--- config.mk ---
export PLATFORM = sky130hd
export DESIGN_NAME = char_lcd_i2c_expander_sequencer
export DESIGN_NICKNAME = d
export VERILOG_FILES = /design/src/rtl/clcd_pkg.sv /design/src/rtl/clcd_result_gen.sv /design/src/rtl/char_lcd_i2c_expander_sequencer.sv
export SDC_FILE = /design/constraint.sdc
export NUM_CORES = 1
export LEC_CHECK = 0
export BUFFER_PORTS_ARGS = -buffer_cell sky130_fd_sc_hd__buf_2
export CORE_MARGIN = 1
export CORE_UTILIZATION = 58
export DETAILED_ROUTE_END_ITERATION = 12
export PLACE_DENSITY_LB_ADDON = 0.15
export SLEW_MARGIN = 5
export SYNTH_ARGS = -nofsm -noshare
export SYNTH_HDL_FRONTEND = slang
export SYNTH_SLANG_ARGS = --single-unit
--- constraint.sdc ---
create_clock -name clock -period 11.69 [get_ports clock]
set_clock_uncertainty 0.1 [all_clocks]
set_input_delay 0.5845 -clock clock [delete_from_list [all_inputs] [get_ports clock]]
set_output_delay 0.5845 -clock clock [all_outputs]
set_load 0.01 [all_outputs]
--- src/rtl/clcd_pkg.sv ---
`default_nettype none

package clcd_pkg;

   // Panel operation codes as they arrive on the request channel.
   typedef enum logic [2:0] {
      OP_DATA    = 3'd0,
      OP_COMMAND = 3'd1,
      OP_CURSOR  = 3'd2,
      OP_DISPCTL = 3'd3,
      OP_INIT    = 3'd4,
      OP_GLYPH   = 3'd5
   } op_type;

   // Configuration register indexes.
   localparam logic [2:0] REG_COLUMNS   = 3'd0;
   localparam logic [2:0] REG_ROWS      = 3'd1;
   localparam logic [2:0] REG_ADDRESS   = 3'd2;
   localparam logic [2:0] REG_BACKLIGHT = 3'd3;

   // Panel constants.
   localparam logic [7:0] CMD_SET_DDRAM   = 8'h80;
   localparam logic [7:0] CMD_CLEAR       = 8'h01;
   localparam logic [7:0] CMD_HOME        = 8'h02;
   localparam logic [7:0] LINE1_START     = 8'h40;
   localparam logic [7:0] LINE2_START_20  = 8'h14;
   localparam logic [7:0] LINE3_START_20  = 8'h54;
   localparam logic [2:0] FLAGS_RESET     = 3'b100;
   localparam logic [3:0] NIBBLE_WAKE     = 4'h3;
   localparam logic [3:0] NIBBLE_4BIT     = 4'h2;

   // Command bytes sent after the nibble wake-up part of the init sequence.
   localparam logic [7:0] INIT_CMDS [4] = '{8'h28, 8'h0C, 8'h01, 8'h06};

   // Waits in milliseconds.
   localparam logic [5:0] WAIT_POWER_ON  = 6'd50;
   localparam logic [2:0] WAIT_WAKE_LONG = 3'd5;
   localparam logic [2:0] WAIT_WAKE      = 3'd1;
   localparam logic [2:0] WAIT_CLEAR     = 3'd2;

   // Result index of the final result of the long operations.
   localparam logic [5:0] INIT_LAST  = 6'd23;
   localparam logic [5:0] GLYPH_LAST = 6'd35;

   // One operation as held while its results are produced.
   typedef struct packed {
      op_type      op;
      logic [7:0]  cmd;        // command or data byte, already resolved
      logic        err;        // invalid cursor position
      logic        long_wait;  // clear or home command
      logic [63:0] glyph;
   } item_type;

   // One result before the address is attached.
   typedef struct packed {
      logic [7:0] expander_byte;
      logic [5:0] wait_before_ms;
      logic [2:0] wait_after_ms;
      logic       error;
      logic       last;
   } result_type;

endpackage

`default_nettype wire

--- src/rtl/clcd_result_gen.sv ---
`default_nettype none

module clcd_result_gen (
   input  clcd_pkg::item_type   item,
   input  logic [5:0]           index,
   input  logic                 backlight,
   output clcd_pkg::result_type result
);
   import clcd_pkg::*;

   logic [3:0] nibble;
   logic       rs;
   logic       enable;
   logic [7:0] cur_byte;
   logic [3:0] slot;
   logic [3:0] init_step;
   logic [7:0] init_cmd;

   // Pick the nibble, strobe phase and waits for one result index.
   always_comb begin
      nibble                = '0;
      rs                    = 1'b0;
      enable                = 1'b0;
      cur_byte              = item.cmd;
      slot                  = index[5:2] - 4'd1;
      init_step             = index[3:0] - 4'd8;
      init_cmd              = INIT_CMDS[init_step[3:2]];
      result.wait_before_ms = '0;
      result.wait_after_ms  = '0;
      result.error          = 1'b0;
      result.last           = 1'b0;
      case (item.op)
         OP_DATA, OP_COMMAND, OP_CURSOR, OP_DISPCTL: begin
            if (item.err) begin
               result.error = 1'b1;
               result.last  = 1'b1;
            end else begin
               rs          = (item.op == OP_DATA);
               nibble      = index[1] ? cur_byte[3:0] : cur_byte[7:4];
               enable      = ~index[0];
               result.last = (index[1:0] == 2'd3);
               if (result.last && item.long_wait) begin
                  result.wait_after_ms = WAIT_CLEAR;
               end
            end
         end
         OP_GLYPH: begin
            // The first byte is the glyph address command, then eight pattern rows.
            if (index[5:2] != 4'd0) begin
               cur_byte = item.glyph[8*slot[2:0] +: 8];
               rs       = 1'b1;
            end
            nibble      = index[1] ? cur_byte[3:0] : cur_byte[7:4];
            enable      = ~index[0];
            result.last = (index == GLYPH_LAST);
         end
         OP_INIT: begin
            enable = ~index[0];
            if (index[5:3] == 3'd0) begin
               // Wake-up nibbles: three times 3, then 2 to enter four-bit mode.
               nibble = (index[2:1] == 2'd3) ? NIBBLE_4BIT : NIBBLE_WAKE;
               if (index == 6'd0) begin
                  result.wait_before_ms = WAIT_POWER_ON;
               end
               if (index[0]) begin
                  result.wait_after_ms = (index[2:1] == 2'd0) ? WAIT_WAKE_LONG : WAIT_WAKE;
               end
            end else begin
               nibble = init_step[1] ? init_cmd[3:0] : init_cmd[7:4];
               if (init_step == 4'd11) begin
                  result.wait_after_ms = WAIT_CLEAR;
               end
            end
            result.last = (index == INIT_LAST);
         end
         default: begin
         end
      endcase
      result.expander_byte = result.error ? 8'h00 : {nibble, backlight, enable, 1'b0, rs};
   end

endmodule

`default_nettype wire

--- src/rtl/char_lcd_i2c_expander_sequencer.sv ---
// Timing: an accepted item is registered, then each of its results passes through the output
// register, one result per cycle while rsp_ready does not stall. An item has as many results as
// listed here: 4 for data, command, cursor and display control, 1 for a bad cursor position, 24
// for init, 36 for a glyph; a single result counter walks the held item. Ops 6 and 7 give none.
// Reset: synchronous, active high; registers return to 16 columns, 2 rows, address 39,
// backlight on, and display flags to display on, cursor off, blink off.
`default_nettype none

module char_lcd_i2c_expander_sequencer (
   input  logic        clock,
   input  logic        reset,
   // Request channel
   input  logic        req_valid,
   output logic        req_ready,
   input  logic [2:0]  req_op,
   input  logic [7:0]  req_value,
   input  logic [7:0]  req_row,
   input  logic [7:0]  req_column,
   input  logic [1:0]  req_control_bit,
   input  logic        req_control_value,
   input  logic [63:0] req_glyph,
   // Result channel
   output logic        rsp_valid,
   input  logic        rsp_ready,
   output logic [7:0]  rsp_expander_byte,
   output logic [7:0]  rsp_write_address,
   output logic [5:0]  rsp_wait_before_ms,
   output logic [2:0]  rsp_wait_after_ms,
   output logic        rsp_error,
   output logic        rsp_last,
   // Configuration port
   input  logic        csr_valid,
   output logic        csr_ready,
   input  logic [2:0]  csr_index,
   input  logic [7:0]  csr_data
);
   import clcd_pkg::*;

   logic [5:0] columns_ff;
   logic [2:0] rows_ff;
   logic [6:0] address_ff;
   logic       backlight_ff;
   logic [2:0] flags_ff;
   logic [2:0] flags_in;

   item_type   item_ff;
   item_type   item_in;
   logic       busy_ff;
   logic [5:0] count_ff;

   result_type gen_result;
   logic       advance;
   logic       req_take;
   logic       op_known;

   logic [7:0] line_start;
   logic [7:0] cursor_addr;
   logic       cursor_bad;

   logic       rsp_valid_ff;
   result_type rsp_ff;
   logic [7:0] rsp_address_ff;

   // Configuration writes are always taken.
   assign csr_ready = 1'b1;

   always_ff @(posedge clock) begin
      if (reset) begin
         columns_ff   <= 6'd16;
         rows_ff      <= 3'd2;
         address_ff   <= 7'd39;
         backlight_ff <= 1'b1;
      end else if (csr_valid && csr_ready) begin
         case (csr_index)
            REG_COLUMNS:   columns_ff   <= csr_data[5:0];
            REG_ROWS:      rows_ff      <= csr_data[2:0];
            REG_ADDRESS:   address_ff   <= csr_data[6:0];
            REG_BACKLIGHT: backlight_ff <= csr_data[0];
            default: begin
            end
         endcase
      end
   end

   // Cursor address: line start plus column, checked against the panel size.
   always_comb begin
      cursor_bad = (req_row >= {5'd0, rows_ff}) || (req_column >= {2'd0, columns_ff}) ||
                   (req_row >= 8'd4);
      case (req_row[1:0])
         2'd0:    line_start = 8'h00;
         2'd1:    line_start = LINE1_START;
         2'd2:    line_start = (rows_ff == 3'd4 && columns_ff == 6'd20) ?
                               LINE2_START_20 : {2'd0, columns_ff};
         default: line_start = (rows_ff == 3'd4 && columns_ff == 6'd20) ?
                               LINE3_START_20 : (LINE1_START + {2'd0, columns_ff});
      endcase
      cursor_addr = line_start + req_column;
   end

   // Resolve the first byte of an item and the new display flags at acceptance.
   always_comb begin
      flags_in          = flags_ff;
      op_known          = 1'b1;
      item_in.op        = op_type'(req_op);
      item_in.cmd       = req_value;
      item_in.err       = 1'b0;
      item_in.long_wait = 1'b0;
      item_in.glyph     = req_glyph;
      case (req_op)
         OP_DATA: begin
         end
         OP_COMMAND: begin
            item_in.long_wait = (req_value == CMD_CLEAR) || (req_value == CMD_HOME);
         end
         OP_CURSOR: begin
            item_in.err = cursor_bad;
            item_in.cmd = CMD_SET_DDRAM | cursor_addr;
         end
         OP_DISPCTL: begin
            if (req_control_bit != 2'd3) begin
               flags_in[req_control_bit] = req_control_value;
            end
            item_in.cmd = {5'b00001, flags_in};
         end
         OP_INIT: begin
            flags_in = FLAGS_RESET;
         end
         OP_GLYPH: begin
            item_in.cmd = {2'b01, req_value[2:0], 3'b000};
         end
         default: begin
            op_known = 1'b0;
         end
      endcase
   end

   clcd_result_gen u_gen (
      .item      (item_ff),
      .index     (count_ff),
      .backlight (backlight_ff),
      .result    (gen_result)
   );

   // A result moves into the output register when that register is free or being drained.
   assign advance   = busy_ff && (!rsp_valid_ff || rsp_ready);
   assign req_ready = !busy_ff || (advance && gen_result.last);
   assign req_take  = req_valid && req_ready;

   always_ff @(posedge clock) begin
      if (reset) begin
         busy_ff  <= 1'b0;
         count_ff <= '0;
         flags_ff <= FLAGS_RESET;
      end else begin
         if (req_take) begin
            busy_ff  <= op_known;
            count_ff <= '0;
            flags_ff <= flags_in;
         end else if (advance) begin
            if (gen_result.last) begin
               busy_ff <= 1'b0;
            end
            count_ff <= count_ff + 6'd1;
         end
      end
   end

   always_ff @(posedge clock) begin
      if (req_take) begin
         item_ff <= item_in;
      end
   end

   // Output register.
   always_ff @(posedge clock) begin
      if (reset) begin
         rsp_valid_ff <= 1'b0;
      end else if (advance) begin
         rsp_valid_ff <= 1'b1;
      end else if (rsp_ready) begin
         rsp_valid_ff <= 1'b0;
      end
   end

   always_ff @(posedge clock) begin
      if (advance) begin
         rsp_ff         <= gen_result;
         rsp_address_ff <= {address_ff, 1'b0};
      end
   end

   assign rsp_valid          = rsp_valid_ff;
   assign rsp_expander_byte  = rsp_ff.expander_byte;
   assign rsp_write_address  = rsp_address_ff;
   assign rsp_wait_before_ms = rsp_ff.wait_before_ms;
   assign rsp_wait_after_ms  = rsp_ff.wait_after_ms;
   assign rsp_error          = rsp_ff.error;
   assign rsp_last           = rsp_ff.last;

   // An error result stands alone and carries no panel byte.
   assert property (@(posedge clock) disable iff (reset)
      rsp_valid_ff && rsp_ff.error |-> rsp_ff.last && (rsp_ff.expander_byte == 8'h00))
      else $error("error result is not a lone empty transfer");

   // The result counter never runs past the longest operation.
   assert property (@(posedge clock) disable iff (reset)
      busy_ff |-> count_ff <= GLYPH_LAST)
      else $error("result counter out of range");

   // A new item only replaces a busy one when its final result is moving out.
   assert property (@(posedge clock) disable iff (reset)
      req_take && busy_ff |-> advance && gen_result.last)
      else $error("item replaced before its final result");

   // Reset leaves the display flags at display on, cursor and blink off.
   assert property (@(posedge clock)
      reset |=> flags_ff == FLAGS_RESET)
      else $error("display flags wrong after reset");

endmodule

`default_nettype wire
---- Word level (Yosys, flattened, before mapping) ----
Index checks and enable logic that the tools add are counted.
cells by class
  add/sub/neg operators ................... 5
  equality and inequality tests ........... 25
  reduce and logical (&&, ||, !) cells .... 36
  shift-type cells ........................ 1
  order comparisons ....................... 6
  mux-type cells .......................... 43
  bitwise operators ....................... 2
operators by type and width
  kind                                                                                 number
  64-bit by 7-bit indexed part select with 8-bit output                                1
  8-bit two-way mux                                                                    3
  8-bit one-hot mux with 3 select lines                                                1
  7-bit one-hot mux with 3 select lines                                                1
  4-bit two-way mux                                                                    5
  3-bit by 2-bit equality test with 1-bit output, second input constant                6
  8-bit binary-select mux with 2-bit select                                            1
  3-bit equality test, second input constant                                           5
  1-bit two-way mux                                                                    14
  2-bit AND reduction                                                                  7
  6-bit by 5-bit equality test with 1-bit output, second input constant                2
  3-bit logical NOT                                                                    4
  3-bit two-way mux                                                                    4
  6-bit two-way mux                                                                    2
  3-bit one-hot mux with 2 select lines                                                2
  4-bit one-hot mux with 3 select lines                                                1
  3-bit by 1-bit equality test with 1-bit output, second input constant                3
  8-bit by 1-bit equality test with 1-bit output, second input constant                1
  8-bit by 2-bit equality test with 1-bit output, second input constant                1
  8-bit by 3-bit greater-or-equal comparator with 1-bit output                         1
  8-bit by 3-bit greater-or-equal comparator with 1-bit output, second input constant  1
  8-bit by 6-bit greater-or-equal comparator with 1-bit output                         1
  2-bit nonzero test                                                                   4
  7-bit by 6-bit adder with 7-bit output, first input constant                         1
  29 further kinds                                                                     46
storage, ports and cells
  logic and storage cells ................. 138
  register bits ........................... 131
  input bits .............................. 110

---- Logic depth before layout (Yosys ltp) ----
  depth in word-level cells ............... 8
  depth in mapped cells ................... 9
  depth with buffers taken out ............ 9

---- Cells and area by module ----
From an unflattened synthesis, not the netlist that was laid out.
second synthesis, totals
  cells, all modules ...................... 460
  area, all modules ....................... 6082.1 um2
by module, submodules not included
  module                           cells an instance  times used  area each (um2)  seq. area each (um2)
  char_lcd_i2c_expander_sequencer  348                1           5123.7           3653.5
  clcd_result_gen                  112                1           958.4            0.0

---- Least setup slack after synthesis ----
Ideal clock, no wire load.
  path kind ............................... register to register
  from .................................... register item_ff[75] in the netlist's numbering
  to ...................................... register flags_ff[1]
  buffers on the path ..................... 0
  period minus slack after synthesis ...... 3731 ps
  arrival time ............................ 3499 ps
  setup time .............................. 132 ps
  setup slack ............................. 7959 ps
  stages on the path, launching flop included .. 6
  path through ............................ edfxtp_1 -> and2b_2 -> o2111ai_1 -> o31ai_4 -> a21boi_2 -> o32ai_1
between the ends
  word-level cells in the longest chain between the ends .. 7
  elaborated cells between the ends (all ways) .. 12
ends and longest elaborated chain
  element                                                                       RTL line                                RTL
  start: declaration                                                            char_lcd_i2c_expander_sequencer.sv:46   item_type item_ff;
  start signal: assignment                                                      char_lcd_i2c_expander_sequencer.sv:170  item_ff <= item_in;
  3-bit by 1-bit equality test with 1-bit output, or another cell as far along  clcd_result_gen.sv:32                   case (item.op)
  4-bit OR reduction                                                            clcd_result_gen.sv:32
  1-bit one-hot mux with 3 select lines (*)                                     clcd_result_gen.sv:32
  1-bit logical AND (*)                                                         char_lcd_i2c_expander_sequencer.sv:146  assign req_ready = !busy_ff || (advance && gen_result.last);
  1-bit logical OR (*)                                                          char_lcd_i2c_expander_sequencer.sv:146
  1-bit logical AND (*)                                                         char_lcd_i2c_expander_sequencer.sv:147  assign req_take = req_valid && req_ready;
  via req_take                                                                  char_lcd_i2c_expander_sequencer.sv:53   logic req_take;
  2-bit AND reduction (no source line) (*)                                      -
  end signal: assignment                                                        char_lcd_i2c_expander_sequencer.sv:158  flags_ff <= flags_in;
  end: declaration                                                              char_lcd_i2c_expander_sequencer.sv:43   logic [2:0] flags_ff;
The timed path passes the listed nets; every way through them passes the cells marked *.
A chain may end at the register's enable or synchronous reset.

==> results by group <==
Floorplan
  • Core area: 0.00982 mm^2
  • Die W: approximately 100 um
  • Rows: 36
  • Die ar.: 0.0105 mm^2
  • # IOs: 140
  • Initial Util: between 50% and 60%
  • Die Height: about 100 um

Finish
  • NumNets Final: approximately 720
  • Layout area overhead: 22.2%
  • Cell Count, Final, Fillers Out: 730
  • Inserted Diodes: 0
  • Final Util: 73.1%
  • Share of cells above drive strength 1: 34.0%

Global routing
  • Vias in the first global route: roughly 3.8k
  • Global-route wire length before repair: 18,500 um
  • Initial antenna violation count: 0
  • Largest net degree at the start of global routing: 42
  • Overflow after GRT: 0
  • GRT Util Overall: 23.8%

Worst setup path
  • Worst path cell trace: ha_1 > o2111ai_1 > o21bai_1 > a21o_1 > buf_2
  • CP required: between 10 and 15 ns
  • WS Path Type: reg2out
  • Crit start category: flop
  • Worst path max stage delay: approximately 0.62 ns
  • Worst endpoint data arrival time: 2.31 ns
  • Crit path max-delay cell type: dfxtp_1
  • CP max FO: 12
  • Crit. End Element: output port

Clock network
  • Clock transition at path regs: 0.06 ns
  • Clk sinks: 125
  • Hold Buf Count CTS: 0
  • Worst skew pair latency: 0.51 ns
  • CTS max path bufs: 2
  • CTS tree: done
  • # resized after CTS: 0
  • Clock root buffer: clkbuf_8
  • Post-CTS Setup Bufs: 0
  • Clock buffer count from CTS: 17
  • H-tree lvl count: 4

Routing
  • WL per Instance: 15.8 um
  • Met3 WL post-DR: a little over 700 um
  • Via-to-Cell Ratio: ~5.5
  • Met2 WL: 5760 um
  • Final wirelength: around 12,000 um
  • Remaining antenna violation count after routing: 0
  • DRT met1 WL: 4980 um
  • Residual DRC count: 0
  • Max Used Layer: met4
  • Iter 0 DRT Violations: 210
  • Via count: 4,027
  • Detailed-router iteration count before antenna repair: 5

Pwr
  • Maximum vdd drop: 0.0000947 V
  • Pwr/cell area: 153 mW/mm^2
  • Tot Pwr: 1.10 mW
  • Pleak: 2.80 nW

Logic synthesis
  • Seq/Total Area, Yosys: 59.1%
  • Synth unique cells: 62
  • Main synth FF type: edfxtp_1
  • Post-synth EDFFs: 97
  • YS warnings: 0
  • Syn Inst Count: 448
  • Synth Cell Area: 0.00588 mm^2
  • Yosys reg bits: 125
  • Post-synthesis average cell area: 13.1 um^2
  • Asr flop ratio synth: 0%

Hold path
  • Worst min-delay path class: in2reg

STA
  • Tcrit/Tclk final: between 20% and 30%
  • Setup TNS: 0 ns
  • Max Slew Vio Count: 0
  • Relative slew slack: 23.3%
  • Fin worst setup slack: just under 9 ns
  • Setup violators final: 0
  • Fmax: approximately 0.33 GHz
  • Minimum clock period: 2.99 ns
  • RSZ-0062 raised after global routing: no
  • Hold Violations, Final: 0
  • Worst slew pin tran: about 1.1 ns

Placed design
  • Number of port buffers: 132
  • Dpl cells: 698
  • Pre-CTS WS: 8.89 ns
  • GP Congestion: 0.875
  • Post-DP HPWL: between 8000 and 9000 um

Run
  • Max_cap viols: 0

Run status
  • Run status: completed
==> final cells by class <==
| type | instances | area (um^2) |
|---|---|---|
| repair buffers | 137 | 698 |
| well taps | 133 | 166 |
| clock buffers | 17 | 414 |
| inverters | 19 | 71.3 |
| fillers | 701 | 2640 |
| flip-flops and latches | 125 | 3470 |
| multi-input cells | 284 | 2220 |
| clock inverters | 15 | 139 |
==> cells in the final DEF, fill, tap and decap left out, types with 5 or more instances in the layout <==
master / instances
nor2_1: 36
a21oi_1: 22
a211o_1: 8
edfxtp_1: 97
xnor2_1: 8
dfxtp_1: 28
nor2b_1: 11
buf_2: 132
o21ai_0: 14
nand3_1: 5
clkbuf_16: 16
and2_1: 6
ha_1: 22
nand2_1: 29
inv_1: 19
mux2i_1: 15
conb_1: 6
mux4_2: 16
nand2b_1: 11
buf_4: 5
==> report_power, final <==
part,total [mW],switching [mW],leakage [nW],internal [mW]
Clock,0.486,0.201,0.263,0.285
Sequential,0.522,0.00908,1.16,0.513
Combinational,0.0908,0.0499,1.38,0.0409
Total,1.10,0.260,2.80,0.838
==> kinds of logic after synthesis <==
family	after synthesis	share of synthesized area, %
other	2	0.128
multiplexers	33	9.07
adder cells (fa/ha/maj)	23	5.02
XOR/XNOR	12	1.79
flip-flops	125	59.1
AND/OR/NAND/NOR	129	11.7
AO/OA/AOI/OAI	81	9.62
buffers and inverters	43	3.58
==> critical path: cells and delay by family (launching register included) <==
kind | cells | cell delay (ns)
compound gates | 3 | 0.66
flops | 1 | 0.62
fa+ha+maj | 1 | 0.38
buf+inv | 1 | 0.14
==> layer usage <==
layer	vias up	global-route usage, %
li1	1941	-
met1	1941	32.3
met2	139	37.4
met3	6	6.85
met4	0	7.36
met5	-	0
==> through the flow <==
step	hold WS, ns	cell area (um^2)
floorplan	0.301	5890
global placement	0.307	6630
detailed placement	0.307	6630
CTS	0.116	7180
global route	0.105	7180
finish	0.143	7180
==> flip-flops by register name (all words and copies together), names as in the netlist <==
name and count:
flags_ff 3, backlight_ff 1, rsp_wait_after_ms 3, rsp_last 1
count_ff 6, address_ff 7, rsp_error 1, rsp_valid 1
rsp_expander_byte 7, busy_ff 1, rsp_wait_before_ms 1, columns_ff 6
rsp_write_address 7, rows_ff 3, item_ff 77
==> Yosys cell counts, drive strengths merged (2+ instances only) <==
library cell	count	share of area, %
edfxtp	97	50
nor2	37	2.4
nand2	29	1.9
dfxtp	28	9.5
a21oi	22	1.9
ha	22	4.7
inv	19	1.2
mux4	16	6.1
mux2i	15	2.6
o21ai	14	1.2
buf	13	1.5
clkbuf	11	0.87
nand2b	11	1.2
nor2b	11	1.2
a211o	8	1.2
xnor2	8	1.2
and2	7	0.77
nand3	6	0.60
and2b	5	0.72
o22ai	4	0.43
or4	4	0.51
xor2	4	0.60
a211oi	3	0.38
a21boi	3	0.45
a21o	3	0.38
a221oi	3	0.45
nor3	3	0.26
or3	3	0.32
a311o	2	0.36
a31oi	2	0.21
a41oi	2	0.30
and4	2	0.30
conb	2	0.13
mux2	2	0.38
nor4b	2	0.30
nor4bb	2	0.34
o2111ai	2	0.30
o21a	2	0.26
o21bai	2	0.26
o32ai	2	0.30
==> path summary, 6_finish.rpt <==
kind              slack [ns]                                  to  cells past startpoint                  startpoint
setup / recovery        8.70                           req_ready                      5    count_ff[1]$_SDFFE_PP0P_
hold / removal          0.14               item_ff[24]$_DFFE_PP_                      1               req_glyph[24]
setup reg to reg        8.87  rsp_expander_byte[7]$_SDFFCE_PP0P_                      6    count_ff[3]$_SDFFE_PP0P_
hold reg to reg         0.32      rsp_write_address[3]$_DFFE_PP_                      0  address_ff[2]$_SDFFE_PP1P_
Note: power is estimated with default switching activity, not from simulation.
